`config.mk`:
```
export PLATFORM = sky130hd
export DESIGN_NAME = face_diff
export DESIGN_NICKNAME = d
export VERILOG_FILES = /design/src/rtl/face_pkg.sv /design/src/rtl/face_diff.sv
export SDC_FILE = /design/constraint.sdc
export NUM_CORES = 1
export LEC_CHECK = 0
export BUFFER_PORTS_ARGS = -buffer_cell sky130_fd_sc_hd__buf_2
export CORE_ASPECT_RATIO = 2
export CORE_UTILIZATION = 45
export DETAILED_ROUTE_END_ITERATION = 8
export SLEW_MARGIN = 10
export SYNTH_ARGS = -nofsm -noshare
export SYNTH_HDL_FRONTEND = slang
export SYNTH_SLANG_ARGS = --single-unit
```
`constraint.sdc`:
```
create_clock -name clk -period 16.9 [get_ports clk]
set_input_delay 0.845 -clock clk [delete_from_list [all_inputs] [get_ports clk]]
set_output_delay 0.845 -clock clk [all_outputs]
set_load 0.02 [all_outputs]
```
`src/rtl/face_pkg.sv`:
```
// Shared types and helpers for the double-precision closeness compare.
`timescale 1ns / 1ps
package face_pkg;

	localparam int ExpW = 11;
	localparam int FracW = 52;
	localparam int MantW = 53;
	localparam int ProdW = 106;
	localparam int ExtW = 56;

	typedef enum logic {
		CfgRel = 1'b0,
		CfgAbs = 1'b1
	} cfg_idx_t;

	typedef struct packed {
		logic          done;
		logic          close;
	} early_t;

	typedef struct packed {
		logic          nan;
		logic          neg;
		logic          inf;
		logic          zero;
		logic [11:0]   ex;
		logic [MantW-1:0] man;
	} unp_t;

	typedef struct packed {
		logic          nan;
		logic          inf;
		logic          zero;
		logic          neg;
	} pspec_t;

	function automatic unp_t unpack(input logic [63:0] v);
		unp_t u;
		u.nan  = (v[62:52] == 11'h7ff) && (v[51:0] != '0);
		u.inf  = (v[62:52] == 11'h7ff) && (v[51:0] == '0);
		u.neg  = v[63];
		u.zero = (v[62:0] == '0);
		u.ex   = (v[62:52] == '0) ? 12'd1 : {1'b0, v[62:52]};
		u.man  = {(v[62:52] != '0), v[51:0]};
		return u;
	endfunction

	// a <= b by magnitude; NaN never true, negative b true only when both are zero.
	function automatic logic mag_le(input logic [63:0] a, input logic [63:0] b);
		logic an;
		logic bn;
		an = (a[62:52] == 11'h7ff) && (a[51:0] != '0);
		bn = (b[62:52] == 11'h7ff) && (b[51:0] != '0);
		if (an || bn) begin
			return 1'b0;
		end
		if (b[63]) begin
			return (a[62:0] == '0) && (b[62:0] == '0);
		end
		return a[62:0] <= b[62:0];
	endfunction

	// Round a positive value man * 2^(e - 1078) where man has leading one at bit top.
	// Input: normalized mantissa with msb at bit ExtW-1, guard bits below, sticky.
	function automatic logic [62:0] round_pack(input logic signed [13:0] e,
			input logic [ExtW-1:0] m, input logic sticky_in);
		logic [ExtW-1:0] sh;
		logic            st;
		logic [12:0]     amt;
		logic [52:0]     keep;
		logic            g;
		logic            s;
		logic [53:0]     r;
		logic signed [13:0] eo;
		logic [62:0]     res;
		st = sticky_in;
		sh = m;
		eo = e;
		if (e < 14'sd1) begin
			amt = 13'(14'sd1 - e);
			if (amt > 13'd56) begin
				amt = 13'd56;
			end
			st = st | ((m & ((ExtW'(1) << amt[5:0]) - ExtW'(1))) != '0)
				| (amt == 13'd56 && m != '0);
			sh = (amt == 13'd56) ? '0 : (m >> amt[5:0]);
			eo = 14'sd0;
		end
		keep = sh[ExtW-1:3];
		g = sh[2];
		s = (sh[1:0] != '0) | st;
		r = {1'b0, keep} + 54'(g & (s | keep[0]));
		if (r[53]) begin
			r = r >> 1;
			eo = eo + 14'sd1;
		end
		if (eo == 14'sd0 && r[52]) begin
			eo = 14'sd1;
		end
		if (eo >= 14'sd2047) begin
			res = {11'h7ff, 52'd0};
		end else begin
			res = {eo[10:0], r[51:0]};
		end
		return res;
	endfunction

endpackage

```
`src/rtl/face_diff.sv`:
```
// Front stage: classify operands, align, add or subtract magnitudes, find the larger.
`timescale 1ns / 1ps
module face_diff import face_pkg::*; (
	input  logic         clk,
	input  logic         en,
	input  logic [63:0]  a,
	input  logic [63:0]  b,
	output early_t       early_s1,
	output logic [63:0]  larger_s1,
	output logic signed [13:0] dexp_s1,
	output logic [ExtW:0] dsum_s1,
	output logic         dst_s1
);
	unp_t ua;
	unp_t ub;
	unp_t ux;
	unp_t uy;
	logic swap;
	logic [11:0] dd;
	logic [ExtW-1:0] xm;
	logic [ExtW-1:0] ym;
	logic [ExtW-1:0] ys;
	logic st;
	early_t e;

	always_comb begin
		ua = unpack(a);
		ub = unpack(b);
		swap = b[62:0] > a[62:0];
		ux = swap ? ub : ua;
		uy = swap ? ua : ub;
		dd = ux.ex - uy.ex;
		xm = {ux.man, 3'b000};
		ym = {uy.man, 3'b000};
		if (dd >= 12'd56) begin
			ys = '0;
			st = (uy.man != '0);
		end else begin
			ys = ym >> dd[5:0];
			st = (ym & ((ExtW'(1) << dd[5:0]) - ExtW'(1))) != '0;
		end
		e.done  = 1'b1;
		e.close = 1'b0;
		if (ua.nan || ub.nan) begin
			e.close = 1'b0;
		end else if (ua.inf || ub.inf) begin
			e.close = (a == b);
		end else if (a == b || (ua.zero && ub.zero)) begin
			e.close = 1'b1;
		end else begin
			e.done = 1'b0;
		end
	end

	always_ff @(posedge clk) begin
		if (en) begin
			early_s1  <= e;
			larger_s1 <= {1'b0, swap ? b[62:0] : a[62:0]};
			dexp_s1   <= 14'(ux.ex);
			dsum_s1   <= (ua.neg == ub.neg) ? ({1'b0, xm} - {1'b0, ys} - (ExtW+1)'(st))
				: ({1'b0, xm} + {1'b0, ys});
			dst_s1    <= st;
		end
	end
endmodule

```
==> key figures, run 1 <==
Outcome
  – Outcome: completed

Clock network
  – TritonCTS Buffers: 17
  – H-tree depth: 4
  – Postcts setup bufs: 0
  – Clock Tree Buf Depth: 2
  – Clk pin slew, worst setup/hold paths: 80 ps
  – CTS tree: done
  – Clock root cell: clkbuf_16
  – Hold buffer count at cts: 0
  – Cts repair resizes: 0
  – CTS sink count: 134

Floorplan
  – Width of the die: approximately 150 um
  – Site row count: ~110
  – Core area: between 0.04 and 0.05 mm^2
  – Die Ht: roughly 300 um
  – Initial Utilization: a little under half
  – DIE AREA: 0.0473 mm^2
  – # IOs: about 270

Placement
  – GP Congestion: 1.12
  – Port bufs: approximately 260
  – Setup slack at placement: 3510 ps
  – Placed Area: between 0.02 and 0.025 mm^2
  – DP HPWL: approximately 90 mm

Timing
  – Slew Limit Headroom: under 10%
  – RSZ-0062 raised after global routing: no
  – Setup TNS: 0 ps
  – Slew Viols, Final: 0
  – Worst slew pin tran: around 1400 ps
  – Final setup viols: 0
  – Setup slack after layout: about 3200 ps
  – Fin. Hold Viols: 0
  – Period minus WS final: roughly 14000 ps
  – FMAX: around 73 MHz
  – Final Cycle Share: around four fifths

Worst setup path
  – CP Launch Type: primary input
  – Highest-delay cell along the critical path: a21oi_1
  – Critical path required time: approximately 17000 ps
  – CP endpoint kind: flop
  – Worst path max stage delay: between 1000 and 1500 ps
  – Crit Path Class: primary input to flop
  – Largest fanout on the critical path: 181
  – CP most frequent cell: a21oi_1
  – WP data arrival: roughly 14000 ps

Synth
  – Yosys warns: 0
  – Synthesized area: 0.0209 mm^2
  – EDFF count, synth: around 130
  – Syn avg cell area: between 8 and 9 um^2
  – Synth Register Bits: 134
  – Synth cell types: 96
  – FFs w/ async S/R, synth: 0%
  – Seq/Total Area, Yosys: approximately a fifth
  – Cells after Synth: between 2000 and 3000
  – Main synth FF type: edfxtp_1

Finish
  – Post-route cell area: about 0.023 mm^2
  – Layout cells sized above 1: 16.1%
  – Layout area overhead: 11.8%
  – Fill count: 4552
  – Commonest non-fill, non-tap cell in the layout: buf_2
  – Final nets: approximately 3200
  – Commonest cells after routing, fill and taps aside: buf_2, ha_1, inv_1
  – Layout Utilization: 51.0%

Worst hold path
  – Min-Delay Path Class: primary input to flop
  – Worst Min Path Start: b[62]
  – Worst Hold Path EP: larger_s1[62]
  – WHS Path Cells: 3

Drt
  – First-pass iteration count of the detailed router: 6
  – WL per Instance: 33.2 um
  – Via density per instance: 7.02
  – DRC viols: 0
  – Total wire length: around 110 mm
  – Antenna Nets Post-Route: 0
  – DR iter-0 viols: 2452
  – Via count: ~24000

Global route
  – First-pass GRT wire length: 163 mm
  – Global route total overflow: 0
  – Initial antenna violation count: 5
  – Largest net degree at the start of global routing: ~180
  – Vias in the first global route: roughly 23000
  – GR Util All Layers: between 40% and 50%

Job
  – MaxCap Viol Count: 0

Pwr
  – Overall power: between 3 and 4 mW
  – Worst VDD drop: between 0.08 and 0.09 mV
  – Power per Cell Area: between 100 and 150 mW/mm^2
  – Leakage power: ~11 nW
state kept, by name, summed over array words and instances, names as in the netlist:
register,cells
dexp_s1,11
dst_s1,1
dsum_s1,57
early_s1,2
larger_s1,63
metrics by stage:
| step | hold slack, ps | cells |
|---|---|---|
| 6_report | 762 | 3380 |
| 5_1_grt | 783 | 3377 |
| 4_1_cts | 750 | 3375 |
| 3_5_place_dp | 1250 | 3343 |
| 3_3_place_gp | 1250 | 3343 |
| 2_1_floorplan | 957 | 2601 |
worst max path at each step:
stage	startpoint	end	depth (start not counted)
after floorplan	a[62]	dsum_s1[54]	42
after global placement	a[59]	dsum_s1[53]	40
after detailed placement	a[59]	dsum_s1[53]	40
after CTS	a[59]	dsum_s1[53]	40
after global routing	a[59]	dsum_s1[54]	39
final	a[59]	dsum_s1[54]	39
cell families (layout without fill, tap and decap cells):
group / count (synthesis) / in the layout / synth area share, %
AO/OA/AOI/OAI: 867 / 867 / 27.8
AND/OR/NAND/NOR: 739 / 739 / 16.6
buffers and inverters: 352 / 563 / 6.91
adder cells (fa/ha/maj): 241 / 241 / 14.5
multiplexers: 170 / 170 / 11.0
flip-flops: 134 / 134 / 19.3
XOR/XNOR: 94 / 94 / 3.94
other: 1 / 7 / 0.0180
layout make-up:
type / instances / area [um^2] / share of cell area [%]
antenna: 3 / 7.51 / 0.0321
clock buffer: 17 / 425 / 1.82
clock inverter: 15 / 139 / 0.595
inverter: 227 / 852 / 3.65
multi-input combinational: 2115 / 15600 / 66.6
sequential: 134 / 4020 / 17.2
tap: 565 / 707 / 3.03
timing repair buffer: 304 / 1650 / 7.05
worst max-delay path, delay by kind of cell:
family	cells	cell delay [ps]
compound gates	17	6320
simple gates	11	3480
buf+inv	5	1790
fa+ha+maj	4	1290
xor+xnor	1	160
mux	1	90
Yosys cell counts, types with 30 or more instances:
cell type | count | area, um^2
ha_1 | 238 | 2980
inv_1 | 226 | 848
a21oi_1 | 221 | 1110
nand2_1 | 218 | 818
nor2_1 | 217 | 815
o21ai_0 | 146 | 731
edfxtp_1 | 134 | 4020
a21o_1 | 118 | 886
mux2i_1 | 100 | 1000
clkbuf_1 | 80 | 300
nand3_1 | 67 | 335
xnor2_1 | 53 | 464
a211oi_1 | 52 | 390
mux4_2 | 45 | 1010
nor3_1 | 44 | 220
xor2_1 | 41 | 359
nor4_1 | 38 | 238
nand4_1 | 35 | 219
a31oi_1 | 30 | 188
metal layers:
layer | track usage, % | up-vias | part of all wire [%]
met2 | 79.3 | 1702 | 47
met3 | 16.7 | 730 | 9.2
li1 | - | 10100 | -
met1 | 44.4 | 11100 | 31
met5 | 0 | - | 0.027
met4 | 50.4 | 6 | 13
power by group:
group / switching, mW / internal (mW) / total [mW]
logic: 1.64 / 0.719 / 2.36
registers: 0.0138 / 0.444 / 0.458
clock network: 0.169 / 0.214 / 0.384
total: 1.83 / 1.38 / 3.20
Power figures use the tool's default switching activity.
==> inputs of run 2 (changes only) <==
--- a/config.mk
+++ b/config.mk
@@ -5,6 +5,7 @@
 export SDC_FILE = /design/constraint.sdc
 export NUM_CORES = 1
 export LEC_CHECK = 0
+export ABC_AREA = 1
 export BUFFER_PORTS_ARGS = -buffer_cell sky130_fd_sc_hd__buf_2
 export CORE_ASPECT_RATIO = 2
 export CORE_UTILIZATION = 45
==> constraint.sdc (replaced) <==
create_clock -name clk -period 12.8 [get_ports clk]
set_input_delay 0.64 -clock clk [delete_from_list [all_inputs] [get_ports clk]]
set_output_delay 0.64 -clock clk [all_outputs]
set_load 0.02 [all_outputs]
==> run 2 against run 1 <==
First-iteration DRC count grew 30%. Routed wire length increased by 2.2%. Flip-flop and latch count did not move. Critical path depth fell by 1. Utilization rose by 0.39 points. Critical path type unchanged. Largest cell class unchanged. Global-route usage rose by 0.60 points. Sequential share of layout area down 0.44 points. Total power increased by 21%. Via count is 14% higher. Synthesized cell count increased by 34%. The flow now finishes with violations (capacitance limit, slew limit). Setup slack worse by 730 ps.
==> key figures, run 2 <==
Timing
  – Final Cycle Share: about 81%
  – Fin. Hold Viols: 0
  – Worst slew pin tran: between 1500 and 2000 ps
  – Hold slack: 490 ps
  – Setup TNS: 0 ps
  – Slew Viols, Final: 2
  – RSZ-0062 raised after global routing: no
  – FMAX: just under 100 MHz
  – Slew Limit Headroom: -8.94%
  – Final setup viols: 0
  – Period minus WS final: between 10000 and 15000 ps

Worst hold path
  – WHS Path Cells: 3
  – Worst Min Path Start: a[62]
  – Min-Delay Path Class: primary input to flop
  – Worst Hold Path EP: larger_s1[62]

Worst setup path
  – Crit Path Class: primary input to flop
  – CP Launch Type: primary input
  – Crit-path leading delay family: simple AND/OR/NAND/NOR gates
  – WP buf/inv: 8
  – CP endpoint kind: flop
  – Critical path required time: around 13000 ps
  – WP data arrival: between 10000 and 15000 ps
  – Highest-delay cell along the critical path: nor3_1
  – Worst path max stage delay: 900 ps
  – Largest fanout on the critical path: 70
  – CP most frequent cell: nand2_1

Global route
  – First-pass GRT wire length: 169 mm
  – Initial antenna violation count: 9
  – GR Util All Layers: between 40% and 50%
  – Global route total overflow: 0
  – Vias in the first global route: about 27000
  – Largest net degree at the start of global routing: 75

Clock network
  – TritonCTS Buffers: 17
  – Clock root cell: clkbuf_16
  – CTS sink count: around 130
  – Hold buffer count at cts: 0
  – Postcts setup bufs: 0
  – H-tree depth: 4
  – Clock Tree Buf Depth: 2
  – Clk pin slew, worst setup/hold paths: about 100 ps
  – CTS tree: done
  – Cts repair resizes: 0

Drt
  – Via density per instance: ~6
  – DR iter-0 viols: roughly 3200
  – DRC viols: 0
  – Via count: 27000
  – Antenna Nets Post-Route: 0
  – First-pass iteration count of the detailed router: 7
  – Total wire length: around 110 mm
  – WL per Instance: 26.3 um

Synth
  – Commonest cells post-synth: nand2_1, nand3_1, inv_1, nor2_1, a21oi_1
  – Most numerous cell in the Yosys netlist: nand2_1
  – Yosys warns: 0
  – Synth Area in Simple Gates: 38.0%
  – Yosys top cell area share: a little under a fifth
  – Synth Area in Compound Gates: ~17%
  – Cells after Synth: about 3500
  – Syn avg cell area: 6.09 um^2
  – Synth Register Bits: 134
  – Post-Synth Adder-Cell Area: between 10% and 20%
  – Post-synth top area cell: edfxtp_1
  – Xor/xnor share of the synthesized area: between 1 and 1.5%
  – Main combinational cell family by area after synthesis: simple AND/OR/NAND/NOR gates
  – Top post-synthesis cells by area: edfxtp_1, nand2_1, ha_1
  – Multiplexer share of the synthesized area: less than 1%
  – EDFF count, synth: 134
  – FFs w/ async S/R, synth: 0%
  – Synthesized area: ~0.021 mm^2
  – Synth cell types: between 50 and 60
  – Seq/Total Area, Yosys: between 10% and 20%
  – Main synth FF type: edfxtp_1

Finish
  – Post-route non-filler standard cell count: between 4000 and 5000
  – Largest regs: larger_s1 (63), dsum_s1 (57), dexp_s1 (11)
  – Max reg flops: 63
  – Fill count: between 4000 and 5000
  – Layout area overhead: 12.6%
  – Layout cells sized above 1: a little under an eighth
  – Commonest non-fill, non-tap cell in the layout: nand2_1
  – Largest reg by FF count: larger_s1
  – Commonest cells after routing, fill and taps aside: nand2_1, nand3_1, inv_1
  – Final nets: slightly above 4000

Floorplan
  – # IOs: 268
  – Site row count: ~110
  – Die Ht: between 300 and 400 um
  – Core area: approximately 0.047 mm^2
  – Width of the die: about 160 um
  – Initial Utilization: between 40 and 50%
  – DIE AREA: between 0.04 and 0.05 mm^2

Pwr
  – Power per Cell Area: roughly 160 mW/mm^2
  – Comb power frac: 70.9%
  – Clock power share: a little over an eighth
  – NetSw: approximately 2.3 mW
  – Switching Fraction: between 50% and 60%
  – Flop pwr share: roughly 15%
  – Int Pwr: around 1.6 mW
  – Worst VDD drop: approximately 0.11 mV
  – Leakage power: 12.2 nW

Job
  – MaxCap Viol Count: 1

Placement
  – DP HPWL: between 90 and 100 mm
  – Placed Cells: 4328
  – GP Congestion: 1.20
  – Port bufs: about 260

Outcome
  – Failing checks: capacitance limit, slew limit
  – Outcome: complete, but fails checks
## run 2: power groups by stage
| stage | combinational [mW] | clock (mW) | sequential (mW) |
|---|---|---|---|
| after floorplan | 1.61 | 0 | 0.696 |
| after global placement | 2.58 | 0 | 0.606 |
| after detailed placement | 2.59 | 0 | 0.607 |
| after CTS | 2.60 | 0.530 | 0.598 |
| after global routing | 2.95 | 0.543 | 0.604 |
| final | 2.75 | 0.533 | 0.598 |
## run 2: logic make-up after synthesis
kind of cell,count (synthesis)
AOI/OAI and AO/OA,654
xor gates and xnor gates,25
adders and majority gates,240
buffers and inverters,591
DFF,134
muxes,1
other,1
and+or+nand+nor,1848
## run 2: final cells by class
cell class              count  area [um^2]  area share [%]
flip-flops and latches    134         4020            16.8
multi-input cells        2772        15000            62.6
clock buffers              17          425            1.78
inverters                 471         1770            7.38
repair buffers            324         1780            7.43
well taps                 627          785            3.27
clock inverters            15          156           0.653
diodes                      6         15.0          0.0627
## run 2: per-stage QoR
stage               worst slack, ps  utilization (%)  power (mW)  cell area (um^2)
finish                         2420             51.3        3.88             24000
global route                   1800             51.3        4.10             24000
CTS                            3120             51.3        3.73             23900
detailed placement             2620             50.0        3.19             23400
global placement               2610             50.0        3.19             23400
floorplan                      5230                -        2.31             21300
## run 2: tightest hold or removal path, cell delays in order
cell     delay, ps
buf_2          110
nand2_1         60
o21ai_0         80
## run 2: worst max path at each step
| stage | startpoint | to | slack, ps | depth (start not counted) |
|---|---|---|---|---|
| global route | a[30] | dsum_s1[54] | 1800 | 51 |
| finish | a[42] | dsum_s1[41] | 2420 | 38 |
| detailed placement | a[42] | dsum_s1[41] | 2620 | 38 |
| floorplan | a[26] | dsum_s1[41] | 5230 | 49 |
| global placement | a[42] | dsum_s1[54] | 2610 | 49 |
| CTS | a[42] | dsum_s1[41] | 3120 | 38 |
## run 2: layer usage
layer  wire length [um]  vias up  global-route usage [%]
met5                 72        -                   0.518
met3               9760      835                    14.6
met1              33600    12100                    42.5
met2              54600     1799                    82.2
met4              16600        8                    56.7
li1                   -    12300                       -
